`src/design/emfd_pkg.sv`:
```
package emfd_pkg;

  localparam int YEAR_W  = 14;
  localparam int FEAST_W = 3;
  localparam int MONTH_W = 4;
  localparam int DAY_W   = 5;
  localparam int DOY_W   = 9;

  // Feast codes, in the order the beats leave the block
  localparam logic [FEAST_W-1:0] FEAST_EASTER   = 3'd0;
  localparam logic [FEAST_W-1:0] FEAST_CARN_BEG = 3'd1;
  localparam logic [FEAST_W-1:0] FEAST_CARN_END = 3'd2;
  localparam logic [FEAST_W-1:0] FEAST_GOOD_FRI = 3'd3;
  localparam logic [FEAST_W-1:0] FEAST_ASCENSION = 3'd4;
  localparam logic [FEAST_W-1:0] FEAST_WHITSUN  = 3'd5;

  // Day offset of each feast from Easter Sunday
  function automatic logic signed [DOY_W:0] feast_offset(input logic [FEAST_W-1:0] feast);
    logic signed [DOY_W:0] off;
    unique case (feast)
      FEAST_EASTER:    off = 10'sd0;
      FEAST_CARN_BEG:  off = -10'sd49;
      FEAST_CARN_END:  off = -10'sd47;
      FEAST_GOOD_FRI:  off = -10'sd2;
      FEAST_ASCENSION: off = 10'sd39;
      FEAST_WHITSUN:   off = 10'sd49;
      default:         off = 10'sd0;
    endcase
    return off;
  endfunction

  // Days of the year that come before the first of the given month
  function automatic logic [DOY_W-1:0] month_start(input logic [MONTH_W-1:0] mon,
                                                   input logic leap);
    logic [DOY_W-1:0] lp;
    logic [DOY_W-1:0] days;
    lp = DOY_W'(leap);
    unique case (mon)
      4'd1:    days = 9'd0;
      4'd2:    days = 9'd31;
      4'd3:    days = 9'd59 + lp;
      4'd4:    days = 9'd90 + lp;
      4'd5:    days = 9'd120 + lp;
      4'd6:    days = 9'd151 + lp;
      4'd7:    days = 9'd181 + lp;
      4'd8:    days = 9'd212 + lp;
      4'd9:    days = 9'd243 + lp;
      4'd10:   days = 9'd273 + lp;
      4'd11:   days = 9'd304 + lp;
      4'd12:   days = 9'd334 + lp;
      default: days = 9'd0;
    endcase
    return days;
  endfunction

endpackage

```
`src/design/easter_movable_feast_dates.sv`:
```
// Movable feasts of a Gregorian year. One year beat in gives six result beats out, in order
// Easter Sunday, carnival start, carnival end, Good Friday, Ascension and Whitsun, the sixth
// flagged by last_o; years outside 1583..9999 are clamped to that range. The computus runs
// in a twelve-stage pipeline that takes a new year in any cycle in which a stage has room,
// and each year passes from the last stage through the sequencer register and the output
// register before its first result beat shows. The result port carries one feast a beat,
// so the six-beat sequencer takes the next year only once the held year's last beat goes
// out; a stall on the result side holds every full stage and fills any bubbles behind it.
module easter_movable_feast_dates
  import emfd_pkg::*;
(
  input  logic               clk_i,
  input  logic               rst_ni,
  input  logic               in_valid_i,
  output logic               in_stall_o,
  input  logic [YEAR_W-1:0]  year_i,
  output logic               out_valid_o,
  input  logic               out_stall_i,
  output logic [FEAST_W-1:0] feast_o,
  output logic [MONTH_W-1:0] month_o,
  output logic [DAY_W-1:0]   day_o,
  output logic               last_o
);

  localparam int NUM_STAGES = 12;

  localparam logic [YEAR_W-1:0] YEAR_MIN = 14'd1583;
  localparam logic [YEAR_W-1:0] YEAR_MAX = 14'd9999;

  // Reciprocals for constant division, exact over the clamped ranges
  localparam logic [12:0] RCP100 = 13'd5243;   // >> 19
  localparam logic [13:0] RCP19  = 14'd13798;  // >> 18
  localparam logic [5:0]  RCP25  = 6'd41;      // >> 10
  localparam logic [7:0]  RCP3   = 8'd171;     // >> 9
  localparam logic [10:0] RCP30  = 11'd1093;   // >> 15
  localparam logic [5:0]  RCP7   = 6'd37;      // >> 8

  logic [NUM_STAGES-1:0] vld_q;
  logic [NUM_STAGES-1:0] en;
  logic                  seq_take;

  // Stage registers
  logic [YEAR_W-1:0] y0_q, y1_q;
  logic [6:0] q100_1_q;
  logic [9:0] q19_1_q;
  logic [4:0] a2_q, a3_q, a4_q, a5_q, a6_q, a7_q, a8_q, a9_q, a10_q;
  logic [6:0] b2_q, b3_q, b4_q, c2_q;
  logic       yz2_q;
  logic [4:0] d3_q, d4_q, i3_q, i4_q, i5_q, i6_q, i7_q;
  logic [1:0] e3_q, e4_q, e5_q, e6_q, e7_q, k3_q, k4_q, k5_q, k6_q, k7_q;
  logic [2:0] f3_q;
  logic       leap3_q, leap4_q, leap5_q, leap6_q, leap7_q, leap8_q, leap9_q, leap10_q;
  logic       leap11_q;
  logic [5:0] g4_q;
  logic [8:0] hx5_q, hx6_q;
  logic [3:0] q30_6_q;
  logic [4:0] h7_q, h8_q, h9_q, h10_q;
  logic [6:0] lx8_q, lx9_q;
  logic [3:0] q7_9_q;
  logic [2:0] l10_q;
  logic [DOY_W-1:0] doy11_q;

  // Next values of the computing stages
  logic [YEAR_W-1:0] y0_d;
  logic [6:0] q100_1_d;
  logic [9:0] q19_1_d;
  logic [4:0] a2_d;
  logic [6:0] c2_d;
  logic       yz2_d;
  logic [2:0] f3_d;
  logic       leap3_d;
  logic [5:0] g4_d;
  logic [8:0] hx5_d;
  logic [3:0] q30_6_d;
  logic [4:0] h7_d;
  logic [6:0] lx8_d;
  logic [3:0] q7_9_d;
  logic [2:0] l10_d;
  logic [DOY_W-1:0] doy11_d;

  logic [25:0] p100;
  logic [27:0] p19;
  logic [13:0] diff19, diff100;
  logic [12:0] fx;
  logic [14:0] gx;
  logic [9:0]  hsum;
  logic [18:0] qx30;
  logic [8:0]  hrem;
  logic [7:0]  lsum;
  logic [11:0] qx7;
  logic [6:0]  lrem;
  logic [8:0]  msum;
  logic        m_hi;
  logic [7:0]  base;

  // Sequencer and output register
  logic               seq_v_q;
  logic [FEAST_W-1:0] seq_cnt_q;
  logic [DOY_W-1:0]   seq_doy_q;
  logic               seq_leap_q;
  logic               out_valid_q;
  logic [FEAST_W-1:0] feast_q;
  logic [MONTH_W-1:0] month_q;
  logic [DAY_W-1:0]   day_q;
  logic               last_q;
  logic               out_load;
  logic               seq_last;

  logic signed [DOY_W:0] t_s;
  logic [DOY_W-1:0]      rem;
  logic [DOY_W-1:0]      day_full;
  logic [MONTH_W-1:0]    month_d;
  logic [DAY_W-1:0]      day_d;

  // Advance a stage when it or any stage downstream has room, or when the sequencer takes a year
  assign out_load = !out_valid_q || !out_stall_i;
  assign seq_last = (seq_cnt_q == FEAST_WHITSUN);
  assign seq_take = !seq_v_q || (out_load && seq_last);

  always_comb begin
    for (int k = 0; k < NUM_STAGES; k++) begin
      en[k] = seq_take ||
              (~(vld_q | NUM_STAGES'((1 << k) - 1)) != '0);
    end
  end

  assign in_stall_o = !en[0];

  // Clamp the year to the Gregorian range
  always_comb begin
    if (year_i < YEAR_MIN) begin
      y0_d = YEAR_MIN;
    end else if (year_i > YEAR_MAX) begin
      y0_d = YEAR_MAX;
    end else begin
      y0_d = year_i;
    end
  end

  // Computus arithmetic, one slice per stage
  always_comb begin
    p100     = 26'(y0_q) * 26'(RCP100);
    q100_1_d = p100[25:19];
    p19      = 28'(y0_q) * 28'(RCP19);
    q19_1_d  = p19[27:18];

    diff19  = y1_q - 14'(q19_1_q) * 14'd19;
    diff100 = y1_q - 14'(q100_1_q) * 14'd100;
    a2_d    = diff19[4:0];
    c2_d    = diff100[6:0];
    yz2_d   = (y1_q[1:0] == 2'b00);

    fx      = (13'(b2_q) + 13'd8) * 13'(RCP25);
    f3_d    = fx[12:10];
    leap3_d = yz2_q && !((c2_q == 7'd0) && (b2_q[1:0] != 2'b00));

    gx   = (15'(b3_q) - 15'(f3_q) + 15'd1) * 15'(RCP3);
    g4_d = gx[14:9];

    hsum  = 10'(a4_q) * 10'd19 + 10'(b4_q) - 10'(d4_q) - 10'(g4_q) + 10'd15;
    hx5_d = hsum[8:0];

    qx30    = 19'(hx5_q) * 19'(RCP30);
    q30_6_d = qx30[18:15];

    hrem = hx6_q - 9'(q30_6_q) * 9'd30;
    h7_d = hrem[4:0];

    lsum  = 8'd32 + 8'({e7_q, 1'b0}) + 8'({i7_q, 1'b0}) - 8'(h7_q) - 8'(k7_q);
    lx8_d = lsum[6:0];

    qx7    = 12'(lx8_q) * 12'(RCP7);
    q7_9_d = qx7[11:8];

    lrem  = lx9_q - 7'(q7_9_q) * 7'd7;
    l10_d = lrem[2:0];

    // Base value and day of year; March and April fold into one offset
    msum    = 9'(a10_q) + 9'(h10_q) * 9'd11 + 9'(l10_q) * 9'd22;
    m_hi    = (msum >= 9'd451);
    base    = 8'(h10_q) + 8'(l10_q) + 8'd114 - (m_hi ? 8'd7 : 8'd0);
    doy11_d = 9'(base) - 9'd33 + 9'(leap10_q);
  end

  // Shift valid bits where a stage advances
  always_ff @(posedge clk_i or negedge rst_ni) begin
    if (!rst_ni) begin
      vld_q <= '0;
    end else begin
      vld_q <= (en & {vld_q[NUM_STAGES-2:0], in_valid_i}) | (~en & vld_q);
    end
  end

  // Stage payloads
  always_ff @(posedge clk_i) begin
    if (en[0]) begin
      y0_q <= y0_d;
    end
    if (en[1]) begin
      y1_q     <= y0_q;
      q100_1_q <= q100_1_d;
      q19_1_q  <= q19_1_d;
    end
    if (en[2]) begin
      a2_q  <= a2_d;
      b2_q  <= q100_1_q;
      c2_q  <= c2_d;
      yz2_q <= yz2_d;
    end
    if (en[3]) begin
      a3_q    <= a2_q;
      b3_q    <= b2_q;
      d3_q    <= b2_q[6:2];
      e3_q    <= b2_q[1:0];
      f3_q    <= f3_d;
      i3_q    <= c2_q[6:2];
      k3_q    <= c2_q[1:0];
      leap3_q <= leap3_d;
    end
    if (en[4]) begin
      a4_q    <= a3_q;
      b4_q    <= b3_q;
      d4_q    <= d3_q;
      g4_q    <= g4_d;
      e4_q    <= e3_q;
      i4_q    <= i3_q;
      k4_q    <= k3_q;
      leap4_q <= leap3_q;
    end
    if (en[5]) begin
      hx5_q   <= hx5_d;
      a5_q    <= a4_q;
      e5_q    <= e4_q;
      i5_q    <= i4_q;
      k5_q    <= k4_q;
      leap5_q <= leap4_q;
    end
    if (en[6]) begin
      hx6_q   <= hx5_q;
      q30_6_q <= q30_6_d;
      a6_q    <= a5_q;
      e6_q    <= e5_q;
      i6_q    <= i5_q;
      k6_q    <= k5_q;
      leap6_q <= leap5_q;
    end
    if (en[7]) begin
      h7_q    <= h7_d;
      a7_q    <= a6_q;
      e7_q    <= e6_q;
      i7_q    <= i6_q;
      k7_q    <= k6_q;
      leap7_q <= leap6_q;
    end
    if (en[8]) begin
      lx8_q   <= lx8_d;
      h8_q    <= h7_q;
      a8_q    <= a7_q;
      leap8_q <= leap7_q;
    end
    if (en[9]) begin
      lx9_q   <= lx8_q;
      q7_9_q  <= q7_9_d;
      h9_q    <= h8_q;
      a9_q    <= a8_q;
      leap9_q <= leap8_q;
    end
    if (en[10]) begin
      l10_q    <= l10_d;
      h10_q    <= h9_q;
      a10_q    <= a9_q;
      leap10_q <= leap9_q;
    end
    if (en[11]) begin
      doy11_q  <= doy11_d;
      leap11_q <= leap10_q;
    end
  end

  // Turn the current feast's day of year into month and day
  always_comb begin
    t_s = $signed({1'b0, seq_doy_q}) + feast_offset(seq_cnt_q);
    rem = (t_s < 10'sd1) ? 9'd1 : t_s[DOY_W-1:0];
    month_d = 4'd1;
    for (int j = 2; j <= 12; j++) begin
      if (rem > month_start(MONTH_W'(j), seq_leap_q)) begin
        month_d = MONTH_W'(j);
      end
    end
    day_full = rem - month_start(month_d, seq_leap_q);
    day_d    = (day_full > 9'd31) ? 5'd31 : day_full[DAY_W-1:0];
  end

  // Step through the six feasts of the held year
  always_ff @(posedge clk_i or negedge rst_ni) begin
    if (!rst_ni) begin
      seq_v_q   <= 1'b0;
      seq_cnt_q <= FEAST_EASTER;
    end else begin
      if (seq_take) begin
        seq_v_q   <= vld_q[NUM_STAGES-1];
        seq_cnt_q <= FEAST_EASTER;
      end else if (out_load) begin
        seq_cnt_q <= seq_cnt_q + FEAST_W'(1);
      end
    end
  end

  always_ff @(posedge clk_i) begin
    if (seq_take) begin
      seq_doy_q  <= doy11_q;
      seq_leap_q <= leap11_q;
    end
  end

  // Output register: load a beat whenever the slot is free or being taken
  always_ff @(posedge clk_i or negedge rst_ni) begin
    if (!rst_ni) begin
      out_valid_q <= 1'b0;
    end else if (out_load) begin
      out_valid_q <= seq_v_q;
    end
  end

  always_ff @(posedge clk_i) begin
    if (out_load && seq_v_q) begin
      feast_q <= seq_cnt_q;
      month_q <= month_d;
      day_q   <= day_d;
      last_q  <= seq_last;
    end
  end

  assign out_valid_o = out_valid_q;
  assign feast_o     = feast_q;
  assign month_o     = month_q;
  assign day_o       = day_q;
  assign last_o      = last_q;

endmodule

```
`config.mk`:
```
export PLATFORM = sky130hd
export DESIGN_NAME = easter_movable_feast_dates
export DESIGN_NICKNAME = d
export VERILOG_FILES = /design/src/design/emfd_pkg.sv /design/src/design/easter_movable_feast_dates.sv
export SDC_FILE = /design/constraint.sdc
export NUM_CORES = 1
export LEC_CHECK = 0
export ABC_AREA = 1
export BUFFER_PORTS_ARGS = -buffer_cell sky130_fd_sc_hd__buf_4
export CAP_MARGIN = 20
export CORE_ASPECT_RATIO = 0.8
export CORE_MARGIN = 5
export CORE_UTILIZATION = 40
export CTS_CLUSTER_SIZE = 10
export DETAILED_ROUTE_END_ITERATION = 6
export GPL_ROUTABILITY_DRIVEN = 0
export GPL_TIMING_DRIVEN = 1
export PLACE_DENSITY_LB_ADDON = 0.15
export SLEW_MARGIN = 0
export SYNTH_ARGS = -nofsm -noshare
export SYNTH_HDL_FRONTEND = slang
export SYNTH_SLANG_ARGS = --single-unit
```
`constraint.sdc`:
```
create_clock -name clk_i -period 17.4 [get_ports clk_i]
set_clock_uncertainty 0.15 [all_clocks]
set_input_delay 0 -clock clk_i [delete_from_list [all_inputs] [get_ports clk_i]]
set_output_delay 0 -clock clk_i [all_outputs]
set_load 0.03 [all_outputs]
```
* Word level (Yosys, flattened, before mapping)
Cells that the tools add are included.
** Operators by class
- Multipliers :: 13
- $lt $le $gt $ge :: 16
- Add/subtract/negate cells :: 35
- Reduce and logical (&&, ||, !) cells :: 40
- Muxes and demuxes :: 18
- Bitwise logic cells :: 16
- Equal/unequal tests :: 16
** Operators by type and width (number)
- inverter 12 bit :: 13
- nonzero test 12 bit :: 12
- one-hot mux 9 bit (11 select lines) :: 1
- greater-than comparator 9 bit :: 10
- one-hot mux 10 bit (5 select lines) :: 1
- 2-to-1 mux 4 bit :: 10
- adder 8 x 1 -> 9 bit, first input constant :: 4
- adder 9 x 1 -> 9 bit, first input constant :: 3
- multiplier 14 x 13 -> 27 bit, second input constant :: 1
- multiplier 14 x 13 -> 26 bit, second input constant :: 1
- AND 12 bit :: 2
- equality test 4 bit, second input constant :: 5
- multiplier 9 x 11 -> 19 bit, second input constant :: 1
- greater-than comparator 9 x 5 -> 1 bit, second input constant :: 2
- adder 7 x 1 -> 8 bit, first input constant :: 2
- equality test 4 x 3 -> 1 bit, second input constant :: 4
- multiplier 9 x 9 -> 15 bit, second input constant :: 1
- greater-than comparator 14 bit, second input constant :: 1
- logical OR 1 bit :: 14
- less-than comparator 14 x 11 -> 1 bit, second input constant :: 1
- 2-to-1 mux 14 bit :: 1
- multiplier 8 x 6 -> 13 bit, second input constant :: 1
- multiplier 7 x 6 -> 12 bit, second input constant :: 1
- bitwise OR 12 bit :: 1
- other kinds (47) :: 61
** Storage, ports and cells
- Register bits after elaboration :: 289

* Depth between registers and ports, before layout
- Word-level depth :: 21
- Mapped depth :: 55

* Worst setup path after synthesis
No wires, ideal clock.
- Path kind :: register to register
- Start point :: reg seq_cnt_q[1]
- End point :: reg y0_q[0], enable pin
- Stages on the path, launching flop included :: 25
- Setup slack :: 9609 ps
- Arrival :: 7287 ps
- Library setup time :: 354 ps
- Data required time :: 16896 ps
- Path through :: dfrtp_1 inv_1 ha_1 nand2_1 o21ai_0 nor2_1 inv_1 nor2_1 inv_1 nor2_1 inv_1 nor2_1 nand2_1 nor2_1 inv_1 nor2_1 inv_1 nor2_1 inv_1 nor2_1 inv_1 nor2_1 inv_1 nor2_1 inv_1
** Between the ends
- Word-level cells in the longest chain between the ends :: 4
** Ends and longest elaborated chain
- start, declared :: RTL line easter_movable_feast_dates.sv:98 : logic [FEAST_W-1:0] seq_cnt_q;
- start signal, assigned :: RTL line easter_movable_feast_dates.sv:304 : seq_cnt_q <= seq_cnt_q + FEAST_W'(1);
- equality test 3 bit :: RTL line easter_movable_feast_dates.sv:117 : assign seq_last = (seq_cnt_q == FEAST_WHITSUN);
- logical AND 1 bit :: RTL line easter_movable_feast_dates.sv:118 : assign seq_take = !seq_v_q || (out_load && seq_last);
- logical OR 1 bit :: RTL line easter_movable_feast_dates.sv:118
- named net seq_take :: RTL line easter_movable_feast_dates.sv:40 : logic seq_take;
- logical OR 1 bit :: RTL line easter_movable_feast_dates.sv:122 : en[k] = seq_take ||
- end signal, assigned :: RTL line easter_movable_feast_dates.sv:197 : y0_q <= y0_d;
- end, declared :: RTL line easter_movable_feast_dates.sv:43 : logic [YEAR_W-1:0] y0_q, y1_q;
The timed path passes the listed nets, and every way through them passes these cells.
A chain may end at the register's enable or synchronous reset.

* Final worst setup path
- Start point :: reg seq_cnt_q[1]
- End point :: reg y0_q[12], enable pin
The elaborated chain is that of the path after synthesis.

==> impl_metrics.toml <==
[timing]
tightest_slew_ns = 1.000
fin_hold_ws_ns = 0.1070
rsz0062_at_grt = "no"
slew_headroom_pct = 33.24
drv_slew = 0
hold_violations = 0
finalSetupTns_ns = 0
period_minus_slack_ns = 8.245
fmax_ghz = 0.1213
period_share_pct = 47.39
setup_viol = 0

[finish]
syn_to_final_growth_pct = 11.00
mostFrequentLayoutCells = "inv_1, ha_1, edfxtp_1, fa_1, nand2_1"
layout_commonest_cell = "inv_1"
final_nets = 2764
fillers = 5216
drive_gt1_share_pct = 5.855
n_antenna_cell = 0

[route]
wl_per_cell_um = 14.28
viasPerCell = 4.571
drt-pass1-iter-count = 5
drt_wl_total_um = 41920
drt_iter0_markers = 590
vias = 13421
drc = 0
antenna_left = 0

[logic_synthesis]
synthesis.area_um2 = 22570
seq_area_frac_synth_pct = 35.41
synth_compound_area_share_pct = 4.019
synthAdderAreaFrac_pct = 38.84
synthXorXnorAreaFrac_pct = 4.496
yosysWarnings = 0
synthArstFlopShare_pct = 6.320
synth_seq_cells = 269
syn_inst = 2070
synth_top_family_by_area = "adder cells"
synth_edf_count = 252
synthMuxAreaShare_pct = 0
synth.avg_cell_area_um2 = 10.90
synthSimpleGateAreaFrac_pct = 7.955
ys_types = 51
synth_ff_type = "edfxtp_1"
syn_nets = 2671

[clock_tree]
clk-insertion-delay-late_ns = 0.51
cts_root_buf = "clkbuf_16"
cts_buffers = 34
cts_tree = "done"
cts.sinks = 269
cts-resized-gates = 0
cts_buffer_depth = 3
clk_pin_slew_ns = 0.05
h-tree-depth = 2

[grt]
met3_usage_pct = 2.384
antenna_found_initial = 0
grt_pass1_vias = 14091
top_usage_layer = "met2"
grt_use_met1_pct = 21.50
grt_use_total_pct = 14.24
use_met2_pct = 22.12
grt-ovfl-total = 0
grt_pass1_wl_um = 71240
grt_max_degree = 29

[floorplanning]
num_rows = 77
die_h_um = 222.5
die_w_um = 275.6
core_area_um2 = 55590
start_util_pct = 40.60
io_pins = 33
die-area_um2 = 61300

[critical_path]
worst-r2r-setup-slack_ns = 9.15
cp_slowest_cell = "inv_1"
cp-end-kind = "flip-flop"
cpPeakStageDelay_ns = 0.76
start_kind = "flip-flop"
critical_path_arrival_ns = 8.23
cp.required_ns = 17.38
path_max_fanout = 28
setup.worst_path.class = "reg -> reg"

[flow_run]
cap_violations = 0

[run_status]
status = "complete, no violations"

[worst_hold_path]
min_path_type = "in -> reg"

[place]
portBuffers = 32
dp_hpwl_um = 34560
-- path summary, 6_finish.rpt --
path / startpoint / end / cells past startpoint
worst max-delay path: seq_cnt_q[1] / y0_q[12] / 25
worst min-delay path: in_valid_i / flip-flop / 3
worst max register to register: seq_cnt_q[1] / y0_q[12] / 25
worst min register to register: leap5_q / leap6_q / 0
max in group asynchronous: rst_ni / out_valid_o / 4
min in group asynchronous: rst_ni / async pin / 4
-- Yosys cell counts (3+ instances only) --
library cell	number	share of area, %
a211oi_1	4	0.13
a21boi_0	3	0.10
a21o_1	7	0.23
a21oi_1	73	1.6
a31oi_1	5	0.14
and2_1	4	0.11
dfrtp_1	17	1.9
edfxtp_1	252	34
fa_1	196	17
ha_1	387	21
inv_1	548	9.1
inv_2	6	0.10
nand2_1	176	2.9
nand2_2	13	0.36
nand2_4	3	0.15
nand3_1	42	0.93
nand3_2	6	0.27
nand3b_1	7	0.23
nand4_1	18	0.50
nor2_1	96	1.6
nor2_2	3	0.083
nor3_1	9	0.20
nor4_1	3	0.083
o21ai_0	31	0.69
o21bai_1	8	0.27
or2_2	10	0.28
xnor2_1	45	1.7
xor2_1	69	2.7
-- flip-flops by register name, indices dropped and copies added (netlist names), 6 cells and up, named ones only --
register,flops
g4_q,6
b4_q,7
seq_doy_q,9
y0_q,14
doy11_q,9
c2_q,7
q100_1_q,7
lx8_q,7
hx5_q,9
y1_q,7
b2_q,7
b3_q,7
-- area by class of cell --
type	instances	area (µm²)	area share, %
tap	750	938.4	3.746
timing repair buffer	58	510.5	2.038
clock buffer	53	953.4	3.806
multi-input combinational	1244	12480	49.83
sequential	269	7993	31.90
clock inverter	6	83.83	0.3346
inverter	556	2090	8.341
-- critical path, delay by kind of cell (launching register included) --
family	cells	cell delay, ns
AO/OA/AOI/OAI	1	0.23
adder cells (fa/ha/maj)	1	0.20
buffers and inverters	11	5.32
flip-flops	1	0.40
AND/OR/NAND/NOR	12	1.53
-- cells by family (layout without fill, tap and decap cells) --
group / after synthesis / after routing
flops: 269 / 269
buf+inv: 557 / 673
compound gates: 151 / 151
xor+xnor: 115 / 115
simple gates: 395 / 395
fa+ha+maj: 583 / 583
-- stage by stage --
| stage | setup slack [ns] | area, µm² | cells | util (%) |
|---|---|---|---|---|
| 4_1_cts | 8.551 | 25040 | 2935 | 45.04 |
| 2_1_floorplan | 9.609 | 22570 | 2070 | - |
| 3_5_place_dp | 8.601 | 23760 | 2853 | 42.74 |
| 6_report | 9.155 | 25050 | 2936 | 45.07 |
| 3_3_place_gp | 8.832 | 23760 | 2853 | 42.74 |
| 5_1_grt | 8.030 | 25050 | 2936 | 45.07 |
-- metal layers --
| metal | up-vias | share of wire (%) |
|---|---|---|
| li1 | 6834 | - |
| met2 | 178 | 44 |
| met3 | 44 | 3.9 |
| met5 | - | 0 |
| met1 | 6365 | 51 |
| met4 | 0 | 1.1 |
-- repair_timing --
action	CTS	global route
endpoints found under the hold margin	50	0
setup buffers	0	0
hold buffers	23	0
Power is not shown: default switching activity piles up to over one toggle a cycle in this logic, so the estimate is an artifact.
